===== config.mk =====
export PLATFORM = sky130hd
export DESIGN_NAME = bitmap_page_run_allocator_core
export DESIGN_NICKNAME = d
export VERILOG_FILES = /design/src/rtl/bpra_pkg.sv /design/src/rtl/bpra_map_ram.sv /design/src/rtl/bpra_run_scan.sv /design/src/rtl/bitmap_page_run_allocator_core.sv
export VERILOG_INCLUDE_DIRS = /design/src /design/src/rtl
export SDC_FILE = /design/constraint.sdc
export NUM_CORES = 2
export LEC_CHECK = 0
export ABC_AREA = 1
export BUFFER_PORTS_ARGS = -buffer_cell sky130_fd_sc_hd__buf_2
export CORE_MARGIN = 1.5
export CORE_UTILIZATION = 34
export DETAILED_ROUTE_END_ITERATION = 8
export PLACE_DENSITY_LB_ADDON = 0.12
export SYNTH_ARGS = -nofsm -noshare
export SYNTH_HDL_FRONTEND = slang
export SYNTH_SLANG_ARGS = --single-unit

===== constraint.sdc =====
create_clock -name i_clk -period 15.6 [get_ports i_clk]
set_clock_uncertainty 0.15 [all_clocks]
set_input_delay 3.12 -clock i_clk [delete_from_list [all_inputs] [get_ports i_clk]]
set_output_delay 3.12 -clock i_clk [all_outputs]
set_load 0.03 [all_outputs]

===== src/rtl/bitmap_page_run_allocator_core_assert.svh =====
// Assertion macros for the page run allocator.
// Used by bitmap_page_run_allocator_core; needs nothing else.
`ifndef BITMAP_PAGE_RUN_ALLOCATOR_CORE_ASSERT_SVH
`define BITMAP_PAGE_RUN_ALLOCATOR_CORE_ASSERT_SVH

// Same-cycle implication, checked outside reset.
`define BPRA_ASSERT_NOW(lbl, clk, rst_n, ante, cons) \
    lbl: assert property (@(posedge clk) disable iff (!(rst_n)) (ante) |-> (cons)) \
        else $error("bpra: same-cycle check failed");

// Next-cycle implication, checked outside reset.
`define BPRA_ASSERT_NEXT(lbl, clk, rst_n, ante, cons) \
    lbl: assert property (@(posedge clk) disable iff (!(rst_n)) (ante) |=> (cons)) \
        else $error("bpra: next-cycle check failed");

`endif


===== src/rtl/bpra_pkg.sv =====
// Shared types, codes and size helpers for the page run allocator.
// No dependencies.
`timescale 1ns / 1ps
`default_nettype none

package bpra_pkg;

    // occupancy map row width (pages per memory row)
    localparam int MAP_W = 8;
    localparam int BIT_W = $clog2(MAP_W);

    localparam int NUM_PAGES_DEF  = 1024;
    localparam int PAGE_SHIFT_DEF = 12;

    localparam logic KIND_ALLOC = 1'b0;
    localparam logic KIND_FREE  = 1'b1;

    localparam logic [1:0] ST_OK    = 2'd0;
    localparam logic [1:0] ST_ZERO  = 2'd1;
    localparam logic [1:0] ST_NORUN = 2'd2;
    localparam logic [1:0] ST_RANGE = 2'd3;

    typedef struct packed {
        logic        kind;
        logic [31:0] size_bytes;
        logic [31:0] address;
    } t_req_item;

    typedef struct packed {
        logic [31:0] result_address;
        logic [1:0]  status;
    } t_rsp_item;

    function automatic int rows_of(input int pages);
        return (pages + MAP_W - 1) / MAP_W;
    endfunction

    function automatic int aw_of(input int depth);
        return (depth > 1) ? $clog2(depth) : 1;
    endfunction

endpackage

`default_nettype wire


===== src/rtl/bpra_map_ram.sv =====
// Occupancy map storage: one write port, one read port, registered read.
// Depends on bpra_pkg.
`timescale 1ns / 1ps
`default_nettype none

module bpra_map_ram #(
    parameter int  ROWS = 128,
    localparam int AW   = bpra_pkg::aw_of(ROWS)
) (
    input  wire logic                       i_clk,
    input  wire logic                       i_we,
    input  wire logic [AW-1:0]              i_waddr,
    input  wire logic [bpra_pkg::MAP_W-1:0] i_wdata,
    input  wire logic [AW-1:0]              i_raddr,
    output logic      [bpra_pkg::MAP_W-1:0] o_rdata
);
    import bpra_pkg::*;

    logic [MAP_W-1:0] r_mem [ROWS];

    always_ff @(posedge i_clk) begin
        if (i_we) begin
            r_mem[i_waddr] <= i_wdata;
        end
    end

    always_ff @(posedge i_clk) begin
        o_rdata <= r_mem[i_raddr];
    end

endmodule

`default_nettype wire


===== src/rtl/bpra_run_scan.sv =====
// Free run tracker: consumes one map row per step, carries the run length.
// Depends on bpra_pkg.
`timescale 1ns / 1ps
`default_nettype none

module bpra_run_scan #(
    parameter int  NUM_PAGES = bpra_pkg::NUM_PAGES_DEF,
    localparam int NUM_ROWS  = bpra_pkg::rows_of(NUM_PAGES),
    localparam int ROW_AW    = bpra_pkg::aw_of(NUM_ROWS),
    localparam int PG_W      = $clog2(NUM_PAGES),
    localparam int CNT_W     = $clog2(NUM_PAGES + 1)
) (
    input  wire logic                       i_clk,
    input  wire logic                       i_rst_n,
    input  wire logic                       i_clear,
    input  wire logic                       i_step,
    input  wire logic [ROW_AW-1:0]          i_row,
    input  wire logic [bpra_pkg::MAP_W-1:0] i_data,
    input  wire logic [CNT_W-1:0]           i_need,
    output logic                            o_hit,
    output logic      [PG_W-1:0]            o_first,
    output logic      [PG_W-1:0]            o_last
);
    import bpra_pkg::*;

    localparam int FULL_W     = ROW_AW + BIT_W;
    localparam int CALC_W     = (FULL_W > CNT_W) ? FULL_W : CNT_W;
    localparam int LAST_VALID = NUM_PAGES - (NUM_ROWS - 1) * MAP_W;
    // pages past the end of the map count as used
    localparam logic [MAP_W-1:0] LAST_PAD = ~MAP_W'((1 << LAST_VALID) - 1);

    logic [CNT_W-1:0]  r_run;
    logic [CNT_W-1:0]  run;
    logic [MAP_W-1:0]  used;
    logic [BIT_W-1:0]  hit_pos;
    logic [FULL_W-1:0] end_page;
    logic [CALC_W-1:0] first_page;

    assign used = i_data | ((i_row == ROW_AW'(NUM_ROWS - 1)) ? LAST_PAD : '0);

    always_comb begin
        run     = r_run;
        o_hit   = 1'b0;
        hit_pos = '0;
        for (int j = 0; j < MAP_W; j++) begin
            if (used[j]) begin
                run = '0;
            end else begin
                run = run + CNT_W'(1);
                if (!o_hit && run == i_need) begin
                    o_hit   = 1'b1;
                    hit_pos = BIT_W'(j);
                end
            end
        end
    end

    assign end_page   = {i_row, hit_pos};
    assign first_page = CALC_W'(end_page) + CALC_W'(1) - CALC_W'(i_need);
    assign o_last     = PG_W'(end_page);
    assign o_first    = PG_W'(first_page);

    always_ff @(posedge i_clk) begin
        if (!i_rst_n || i_clear) begin
            r_run <= '0;
        end else if (i_step) begin
            r_run <= run;
        end
    end

endmodule

`default_nettype wire


===== src/rtl/bitmap_page_run_allocator_core.sv =====
// Channel    Dir  Handshake                      Payload
// request    in   i_req_valid / o_req_ready      i_req (t_req_item)
// response   out  o_rsp_valid / i_rsp_ready      o_rsp (t_rsp_item)
// config     in   i_cfg_we (no wait)             i_cfg_wdata (base address)
//
// One item at a time. Allocate: a scan of the map, one 8-page row per cycle,
// then a read-modify-write of the run's rows, one row per cycle. Free: the
// read-modify-write only. Reset starts a clearing pass (one row per cycle) with
// o_req_ready low. The response register decouples the sides: a new item may
// be taken while the last response still waits.
// Depends on bpra_pkg, bpra_map_ram, bpra_run_scan and the assert header.
`timescale 1ns / 1ps
`default_nettype none
`include "bitmap_page_run_allocator_core_assert.svh"

module bitmap_page_run_allocator_core #(
    parameter int NUM_PAGES  = bpra_pkg::NUM_PAGES_DEF,
    parameter int PAGE_SHIFT = bpra_pkg::PAGE_SHIFT_DEF
) (
    input  wire logic                i_clk,
    input  wire logic                i_rst_n,
    input  wire logic                i_req_valid,
    output logic                     o_req_ready,
    input  wire bpra_pkg::t_req_item i_req,
    output logic                     o_rsp_valid,
    input  wire logic                i_rsp_ready,
    output bpra_pkg::t_rsp_item      o_rsp,
    input  wire logic                i_cfg_we,
    input  wire logic [31:0]         i_cfg_wdata
);
    import bpra_pkg::*;

    localparam int NUM_ROWS = rows_of(NUM_PAGES);
    localparam int ROW_AW   = aw_of(NUM_ROWS);
    localparam int PG_W     = $clog2(NUM_PAGES);
    localparam int CNT_W    = $clog2(NUM_PAGES + 1);
    localparam int SP_W     = 32 - PAGE_SHIFT;   // page index of any 32-bit offset
    localparam int N_W      = SP_W + 1;          // page count, up to 2^SP_W
    localparam logic [31:0] PG_MASK = 32'((64'd1 << PAGE_SHIFT) - 1);

    typedef enum logic [2:0] {
        S_CLEAR,
        S_IDLE,
        S_DECODE,
        S_SCAN,
        S_MARK,
        S_DONE
    } t_state;

    // control
    t_state            r_state, n_state;
    logic [ROW_AW-1:0] r_row, n_row;            // read issue / clear pointer
    logic              r_pend, n_pend;          // read data valid this cycle
    logic [ROW_AW-1:0] r_pend_row, n_pend_row;  // row of that data
    logic              r_issue_done, n_issue_done;
    logic              r_rsp_valid, n_rsp_valid;
    logic [31:0]       r_base, n_base;
    // payload
    logic              r_kind, n_kind;
    logic              r_zero, n_zero;
    logic [N_W-1:0]    r_n, n_n;
    logic [SP_W-1:0]   r_start_full, n_start_full;
    logic [PG_W-1:0]   r_first, n_first;
    logic [PG_W-1:0]   r_last, n_last;
    logic              r_set, n_set;            // 1 mark used, 0 release
    t_rsp_item         r_res, n_res;
    t_rsp_item         r_rsp, n_rsp;

    // map memory
    logic              ram_we;
    logic [ROW_AW-1:0] ram_waddr;
    logic [MAP_W-1:0]  ram_wdata;
    logic [MAP_W-1:0]  ram_rdata;

    // scanner
    logic              scan_clear;
    logic              scan_step;
    logic              scan_hit;
    logic [PG_W-1:0]   scan_first;
    logic [PG_W-1:0]   scan_last;

    // helpers
    logic [31:0]       req_off;
    logic [N_W:0]      free_end;
    logic [ROW_AW-1:0] first_row;
    logic [ROW_AW-1:0] last_row;
    logic [BIT_W-1:0]  lo_bit;
    logic [BIT_W-1:0]  hi_bit;
    logic [MAP_W-1:0]  run_mask;

    bpra_map_ram #(
        .ROWS (NUM_ROWS)
    ) u_map (
        .i_clk   (i_clk),
        .i_we    (ram_we),
        .i_waddr (ram_waddr),
        .i_wdata (ram_wdata),
        .i_raddr (r_row),
        .o_rdata (ram_rdata)
    );

    bpra_run_scan #(
        .NUM_PAGES (NUM_PAGES)
    ) u_scan (
        .i_clk   (i_clk),
        .i_rst_n (i_rst_n),
        .i_clear (scan_clear),
        .i_step  (scan_step),
        .i_row   (r_pend_row),
        .i_data  (ram_rdata),
        .i_need  (CNT_W'(r_n)),
        .o_hit   (scan_hit),
        .o_first (scan_first),
        .o_last  (scan_last)
    );

    assign o_req_ready = (r_state == S_IDLE);
    assign o_rsp_valid = r_rsp_valid;
    assign o_rsp       = r_rsp;

    assign req_off  = i_req.address - r_base;
    assign free_end = (N_W + 1)'(r_start_full) + (N_W + 1)'(r_n);

    // bit range of the run inside the row being rewritten
    assign first_row = ROW_AW'(r_first >> BIT_W);
    assign last_row  = ROW_AW'(r_last >> BIT_W);
    assign lo_bit    = (r_pend_row == first_row) ? r_first[BIT_W-1:0] : '0;
    assign hi_bit    = (r_pend_row == last_row) ? r_last[BIT_W-1:0] : BIT_W'(MAP_W - 1);
    assign run_mask  = ({MAP_W{1'b1}} << lo_bit)
                     & ({MAP_W{1'b1}} >> (BIT_W'(MAP_W - 1) - hi_bit));

    always_comb begin
        n_state      = r_state;
        n_row        = r_row;
        n_pend       = r_pend;
        n_pend_row   = r_pend_row;
        n_issue_done = r_issue_done;
        n_rsp_valid  = r_rsp_valid;
        n_base       = i_cfg_we ? i_cfg_wdata : r_base;
        n_kind       = r_kind;
        n_zero       = r_zero;
        n_n          = r_n;
        n_start_full = r_start_full;
        n_first      = r_first;
        n_last       = r_last;
        n_set        = r_set;
        n_res        = r_res;
        n_rsp        = r_rsp;
        ram_we       = 1'b0;
        ram_waddr    = r_pend_row;
        ram_wdata    = r_set ? (ram_rdata | run_mask) : (ram_rdata & ~run_mask);
        scan_clear   = 1'b0;
        scan_step    = 1'b0;

        if (r_rsp_valid && i_rsp_ready) begin
            n_rsp_valid = 1'b0;
        end

        case (r_state)
            S_CLEAR: begin
                ram_we    = 1'b1;
                ram_waddr = r_row;
                ram_wdata = '0;
                n_row     = r_row + ROW_AW'(1);
                if (r_row == ROW_AW'(NUM_ROWS - 1)) begin
                    n_state = S_IDLE;
                end
            end
            S_IDLE: begin
                if (i_req_valid) begin
                    n_kind       = i_req.kind;
                    n_zero       = (i_req.size_bytes == '0);
                    n_n          = N_W'(i_req.size_bytes >> PAGE_SHIFT)
                                 + N_W'(|(i_req.size_bytes & PG_MASK));
                    n_start_full = SP_W'(req_off >> PAGE_SHIFT);
                    n_state      = S_DECODE;
                end
            end
            S_DECODE: begin
                n_pend       = 1'b0;
                n_issue_done = 1'b0;
                if (r_zero) begin
                    n_res   = '{result_address: '0, status: ST_ZERO};
                    n_state = S_DONE;
                end else if (r_kind == KIND_ALLOC) begin
                    if (r_n > N_W'(NUM_PAGES)) begin
                        n_res   = '{result_address: '0, status: ST_NORUN};
                        n_state = S_DONE;
                    end else begin
                        scan_clear = 1'b1;
                        n_row      = '0;
                        n_state    = S_SCAN;
                    end
                end else begin
                    if (free_end > (N_W + 1)'(NUM_PAGES)) begin
                        n_res   = '{result_address: '0, status: ST_RANGE};
                        n_state = S_DONE;
                    end else begin
                        n_first = PG_W'(r_start_full);
                        n_last  = PG_W'(free_end - (N_W + 1)'(1));
                        n_set   = 1'b0;
                        n_row   = ROW_AW'(PG_W'(r_start_full) >> BIT_W);
                        n_state = S_MARK;
                    end
                end
            end
            S_SCAN: begin
                // stream rows through the scanner, one per cycle
                n_pend = !r_issue_done;
                if (!r_issue_done) begin
                    n_row        = r_row + ROW_AW'(1);
                    n_pend_row   = r_row;
                    n_issue_done = (r_row == ROW_AW'(NUM_ROWS - 1));
                end
                if (r_pend) begin
                    scan_step = 1'b1;
                    if (scan_hit) begin
                        n_first      = scan_first;
                        n_last       = scan_last;
                        n_set        = 1'b1;
                        n_row        = ROW_AW'(scan_first >> BIT_W);
                        n_pend       = 1'b0;
                        n_issue_done = 1'b0;
                        n_state      = S_MARK;
                    end else if (r_pend_row == ROW_AW'(NUM_ROWS - 1)) begin
                        n_res   = '{result_address: '0, status: ST_NORUN};
                        n_state = S_DONE;
                    end
                end
            end
            S_MARK: begin
                // read row k+1 while row k is written back; rows never collide
                n_pend = !r_issue_done;
                if (!r_issue_done) begin
                    n_row        = r_row + ROW_AW'(1);
                    n_pend_row   = r_row;
                    n_issue_done = (r_row == last_row);
                end
                if (r_pend) begin
                    ram_we = 1'b1;
                    if (r_pend_row == last_row) begin
                        n_res.result_address = r_set
                            ? (r_base + (32'(r_first) << PAGE_SHIFT)) : '0;
                        n_res.status = ST_OK;
                        n_state      = S_DONE;
                    end
                end
            end
            S_DONE: begin
                if (!r_rsp_valid || i_rsp_ready) begin
                    n_rsp       = r_res;
                    n_rsp_valid = 1'b1;
                    n_state     = S_IDLE;
                end
            end
            default: begin
                n_state = S_IDLE;
            end
        endcase
    end

    always_ff @(posedge i_clk) begin
        if (!i_rst_n) begin
            r_state      <= S_CLEAR;
            r_row        <= '0;
            r_pend       <= 1'b0;
            r_pend_row   <= '0;
            r_issue_done <= 1'b0;
            r_rsp_valid  <= 1'b0;
            r_base       <= '0;
        end else begin
            r_state      <= n_state;
            r_row        <= n_row;
            r_pend       <= n_pend;
            r_pend_row   <= n_pend_row;
            r_issue_done <= n_issue_done;
            r_rsp_valid  <= n_rsp_valid;
            r_base       <= n_base;
        end
        r_kind       <= n_kind;
        r_zero       <= n_zero;
        r_n          <= n_n;
        r_start_full <= n_start_full;
        r_first      <= n_first;
        r_last       <= n_last;
        r_set        <= n_set;
        r_res        <= n_res;
        r_rsp        <= n_rsp;
    end

    // an accepted item holds off the next one
    `BPRA_ASSERT_NEXT(a_one_item, i_clk, i_rst_n, i_req_valid && o_req_ready, !o_req_ready)
    // run rewrites stay inside the run's rows
    `BPRA_ASSERT_NOW(a_mark_rows, i_clk, i_rst_n, ram_we && r_state == S_MARK, r_pend_row >= first_row && r_pend_row <= last_row)
    // a found run ends inside the map
    `BPRA_ASSERT_NOW(a_hit_in_map, i_clk, i_rst_n, scan_step && scan_hit, 32'(scan_last) < 32'(NUM_PAGES))

endmodule

`default_nettype wire


# Word level (Yosys, flattened, before mapping)
# Memories as Yosys holds them, arrays and structs flattened. A register that Yosys moved wholly into a read port is not among the register bits.
# Index checks and enable logic that the tools add are counted.
# word_totals
mem_bits_rw	1024
word_cells	228
latchBits	0
rom_bits	0
regBits	195
mem_count	1
in_bits	102
# mem_list
memory	words	width	rd	rd_clocked_by_memory_dff	wr	line_no	source
u_map.r_mem	128	8	1	1	1	bpra_map_ram.sv:19	logic [MAP_W-1:0] r_mem [ROWS];
# op_classes
multipliers	0
reduce_logical	34
add_sub_neg	17
bitwise_logic	5
shift	2
n_div	0
muxes	113
n_lt_le_gt_ge	2
n_eq_ne	35
# ops
operator	count
$mux W34	9
$pmux W34 S3	1
$mux W10	10
$add A11 B1 Y11 const B	8
$eq A11 B11 Y1	8
$mux W11	8
$mux W3	26
$mux W7	8
$mux W1	40
$pmux W10 S2	2
$add A32 B22 Y32	1
$logic_not A32 Y1	1
$mux W32	1
$sub A32 B32 Y32	1
$pmux W7 S4	1
$ne A2 B2 Y1 const B	12
$add A20 B21 Y22	1
$gt A22 B11 Y1 const B	1
$add A20 B1 Y21	1
$eq A7 B7 Y1	3
$gt A21 B11 Y1 const B	1
$pmux W3 S6	1
$and A8 B8 Y8	2
$mux W8	2
other kinds (32)	59

# Longest topological paths before layout
# logic_depth
ltp_word	37
depth_mapped	59
ltp_nobuf	59

# By module
# From an unflattened synthesis, not the netlist that was laid out.
# unflattened
cells_unflattened	5932
area_unflattened_um2	58655.0
# by_module_without_submodules
mod	n_inst	area_per_inst_um2	cells_each
bpra_map_ram	1	42104.1	3575
bitmap_page_run_allocator_core	1	11548.6	1425
bpra_run_scan	1	5002.3	932

# Worst setup path after synthesis
# No wires, ideal clock.
# synth_timing
path_type	reg-to-reg
start	register u_scan.r_run[1]
end	register r_row[6]
path_slack_ns	8.230
synth_period_minus_slack_ns	7.370
stages_incl_launch_ff	56
n_path_buf	0
required_ns	15.328
t_arrival_ns	7.099
path_cell_list	dfxtp_1 -> ha_1 -> inv_1 -> nor2_1 -> ha_1 -> inv_1 -> nor2_1 -> ha_1 -> inv_1 -> nor2_1 -> ha_1 -> inv_1 -> nor2_1 -> ha_1 -> inv_1 -> nor2_1 -> ha_1 -> inv_1 -> (+20 left out) -> ha_1 -> inv_1 -> ha_1 -> inv_1 -> fa_1 -> o31ai_1 -> inv_1 -> nor2_1 -> o21ai_0 -> nand2_1 -> a21o_1 -> a21oi_1 -> xor2_1 -> nand3_1 -> nand3_1 -> nand2_1 -> nand2_1 -> a21oi_2
# synth_between
elab_chain_cells	37
word_cells_on_any_way	72
cone_classes	10 x add/sub; 8 x eq/ne; 40 x mux; 14 x reduce/logical
# synth_lines
element	line_no	source
start: declaration	bpra_run_scan.sv:32	logic [CNT_W-1:0] r_run;
start signal: assignment	bpra_run_scan.sv:67	r_run <= run;
$add A11 B1 Y11 (*)	bpra_run_scan.sv:49	run = run + CNT_W'(1);
parallel branches: the longest is 33 deep, another holds $add A11 B1 Y11	-	
$mux W7 (*)	bitmap_page_run_allocator_core.sv:217	if (scan_hit) begin
$mux W7 (*)	bitmap_page_run_allocator_core.sv:215	if (r_pend) begin
$pmux W7 S4 (*)	bitmap_page_run_allocator_core.sv:159	case (r_state)
end signal: assignment	bitmap_page_run_allocator_core.sv:273	r_row <= n_row;
end: declaration	bitmap_page_run_allocator_core.sv:52	logic [ROW_AW-1:0] r_row, n_row;
# Every way passes the cells marked *.
# A chain may end at the register's enable or synchronous reset.

# Final worst setup path
# layout_timing
start	register u_scan.r_run[0]
end	register r_row[6]
# The elaborated chain is that of the path after synthesis.

==> flow_summary.toml <==
[floorplan]
fp.dieH_um = 408
die_width_um = 408
start_util = 0.343
boundaryPins = 138
core_area_um2 = 163000
rows = 148
dieArea_um2 = 167000

[grt]
antenna_found_initial = 5
grt_pass1_wl_mm = 257
grt_pass1_vias = 38500
grt_max_degree = 150
overflow = 0
globalRouteTotalUtil = 0.204

[timing]
setup_viol = 0
whs_ps = 249
finalCritPeriodShare = 0.544
period_minus_slack_ps = 8490
max-slew-margin-rel = 0.192
timing.fmax_mhz = 118
worst_slew_pin_slew_ps = 1210
fin_setup_tns_ps = 0
setup_slack_ps = 7110
drv_slew = 0
rsz0062_at_grt = "false"
finalHoldViolCount = 0

[critical_path]
required_ps = 16080
cpMostUsedCell = "nor2_1"
start_kind = "flip-flop"
max_stage_delay_ps = 570
crit_arrival_ps = 8960
reg2reg_depth = 55
crit_type = "flip-flop to flip-flop"
endpoint_kind = "flip-flop"
critical_path.max_fanout = 8
cp_slowest_cell = "dfxtp_1"

[layout]
final_cell_mix = "edfxtp_1 (1156), nor2_1 (1042), o21ai_0 (779)"
nFillCells = 16000
final_cells = 7575
area_growth_pct = 13.6
nNetsFinal = 5486
diodes = 0
final_common_cell = "edfxtp_1"
drive_gt1_frac = 0.103

[routing]
drc = 0
vias = 39900
vias_per_cell = 5.27
drt_iter0_drc = 3252
drtAntennaViolNets = 0
totalWireLength_mm = 174
wire_per_inst_um = 22.9
first_pass_iters = 6

[run]
drv_cap = 0

[clock_tree]
root_buffer = "clkbuf_16"
clkSinkCount = 1227
cts_inserted_buffers = 141
clock_path_buffers = 3
cts_setup_buffers = 0
clkTransAtPathRegs_ps = 60
ctsResizeCount = 0
clock_latency_ps = 790
cts.hold.buffers_added = 0
htreeDepth = 4
cts_tree = "yes"

[placed_design]
dp_hpwl_mm = 106
port_buffers = 137
gp_congestion = 0.854
dp_cells = 7324
pre_cts_ws_ps = 7140

[synthesis]
synth-async-reset-ratio = 0
synth_seq_area_share = 0.647
syn_nets = 5431
syn_inst = 5237
netlist_area_um2 = 55800
syn_avg_cell_area_um2 = 10.7
synth_ff_type = "edfxtp_1"
synth_edf_count = 1156
ys_ff_latch = 1227
yosysWarnings = 0
yosysUniqueCellTypes = 56

[pwr]
vdd_drop_max_mv = 0.151
p_per_area_nw_per_um2 = 180
p_leak_nw = 21.9

[hold_path]
worst_hold_path.num_cells = 0
hold_path_class = "flip-flop to flip-flop"

[run_status]
status = "finished, final reports clean"
-- cells by family (layout without fill, tap and decap cells) --
kind of cell | count (synthesis) | after routing | share of synthesized area
AND/OR/NAND/NOR | 1844 | 1844 | 0.137
AO/OA/AOI/OAI | 1358 | 1358 | 0.134
flip-flops | 1227 | 1227 | 0.647
buffers and inverters | 591 | 754 | 0.0408
XOR/XNOR | 125 | 125 | 0.0196
adder cells (fa/ha/maj) | 92 | 92 | 0.0210
-- cells in the mapped netlist, types with 7 or more instances --
library cell,n,area [um^2]
edfxtp_1,1156,34700
nor2_1,1044,3920
o21ai_0,779,3900
nand2_1,473,1780
o22ai_1,325,2030
clkbuf_1,263,987
inv_1,254,953
a21oi_1,167,836
nand3_1,120,601
xor2_1,97,850
ha_1,89,1110
dfxtp_1,71,1420
nor3_1,44,220
nand4_1,39,244
nand2_2,37,231
inv_2,34,128
xnor2_1,28,245
nor4_1,24,150
nor2_2,23,144
nand3_2,20,200
o32ai_1,18,158
clkinv_1,14,52.6
buf_2,11,55.1
a31oi_1,8,50.1
o211ai_1,8,60.1
a211oi_1,7,52.6
buf_1,7,26.3
o2111ai_1,7,61.3
o21bai_1,7,52.6
or2_2,7,43.8
-- metrics by stage --
step                total power, mW  area (um^2)   util
finish                         11.4        63400  0.389
global route                   11.9        63400  0.389
CTS                            11.5        63400  0.389
detailed placement             8.17        58800  0.361
global placement               8.17        58800  0.361
floorplan                      6.60        55800      -
-- final timing paths --
kind                                       from  endpoint  slack (ps)
worst min register to register         r_res[7]  o_rsp[7]         250
worst min-delay path                   r_res[7]  o_rsp[7]         250
worst max register to register  u_scan.r_run[0]  r_row[6]        7110
worst max-delay path            u_scan.r_run[0]  r_row[6]        7110
-- cell type report --
class,count,area [um^2],area share
clock buffer,176,3720,0.0587
clock inverter,75,883,0.0139
inverter,302,1150,0.0181
multi-input combinational,3419,17500,0.277
sequential,1227,36200,0.570
tap,2175,2720,0.0429
timing repair buffer,201,1240,0.0196
-- power by group --
part,total [mW],switching (mW),internal (mW)
Combinational,3.72,2.85,0.863
Clock,3.31,1.39,1.93
Sequential,4.37,0.171,4.20
-- worst max-delay path: cells and delay by family, from the launching register on --
family / cells / cell delay, ps
AO/OA/AOI/OAI: 5 / 710
XOR/XNOR: 2 / 360
adder cells (fa/ha/maj): 11 / 3450
buffers and inverters: 11 / 880
flip-flops: 1 / 570
AND/OR/NAND/NOR: 26 / 2250
-- sequential cells by signal, indices dropped and copies added (netlist names), 3 cells and up --
name and cells:
r_start_full 20, u_scan.r_run 11, r_n 21, r_res 34, r_state 3, o_rsp 34, u_map.r_mem 1024, u_map.o_rdata 8
r_last 10, r_first 10, r_pend_row 7, r_base 32, r_row 7
-- layer usage --
layer	vias to the layer above	part of all wire	track usage
li1	18800	-	-
met4	2	0.019	0.0497
met5	-	0.000075	0
met3	215	0.049	0.0291
met2	1015	0.48	0.335
met1	19800	0.46	0.285
Power figures use the tool's default switching activity.
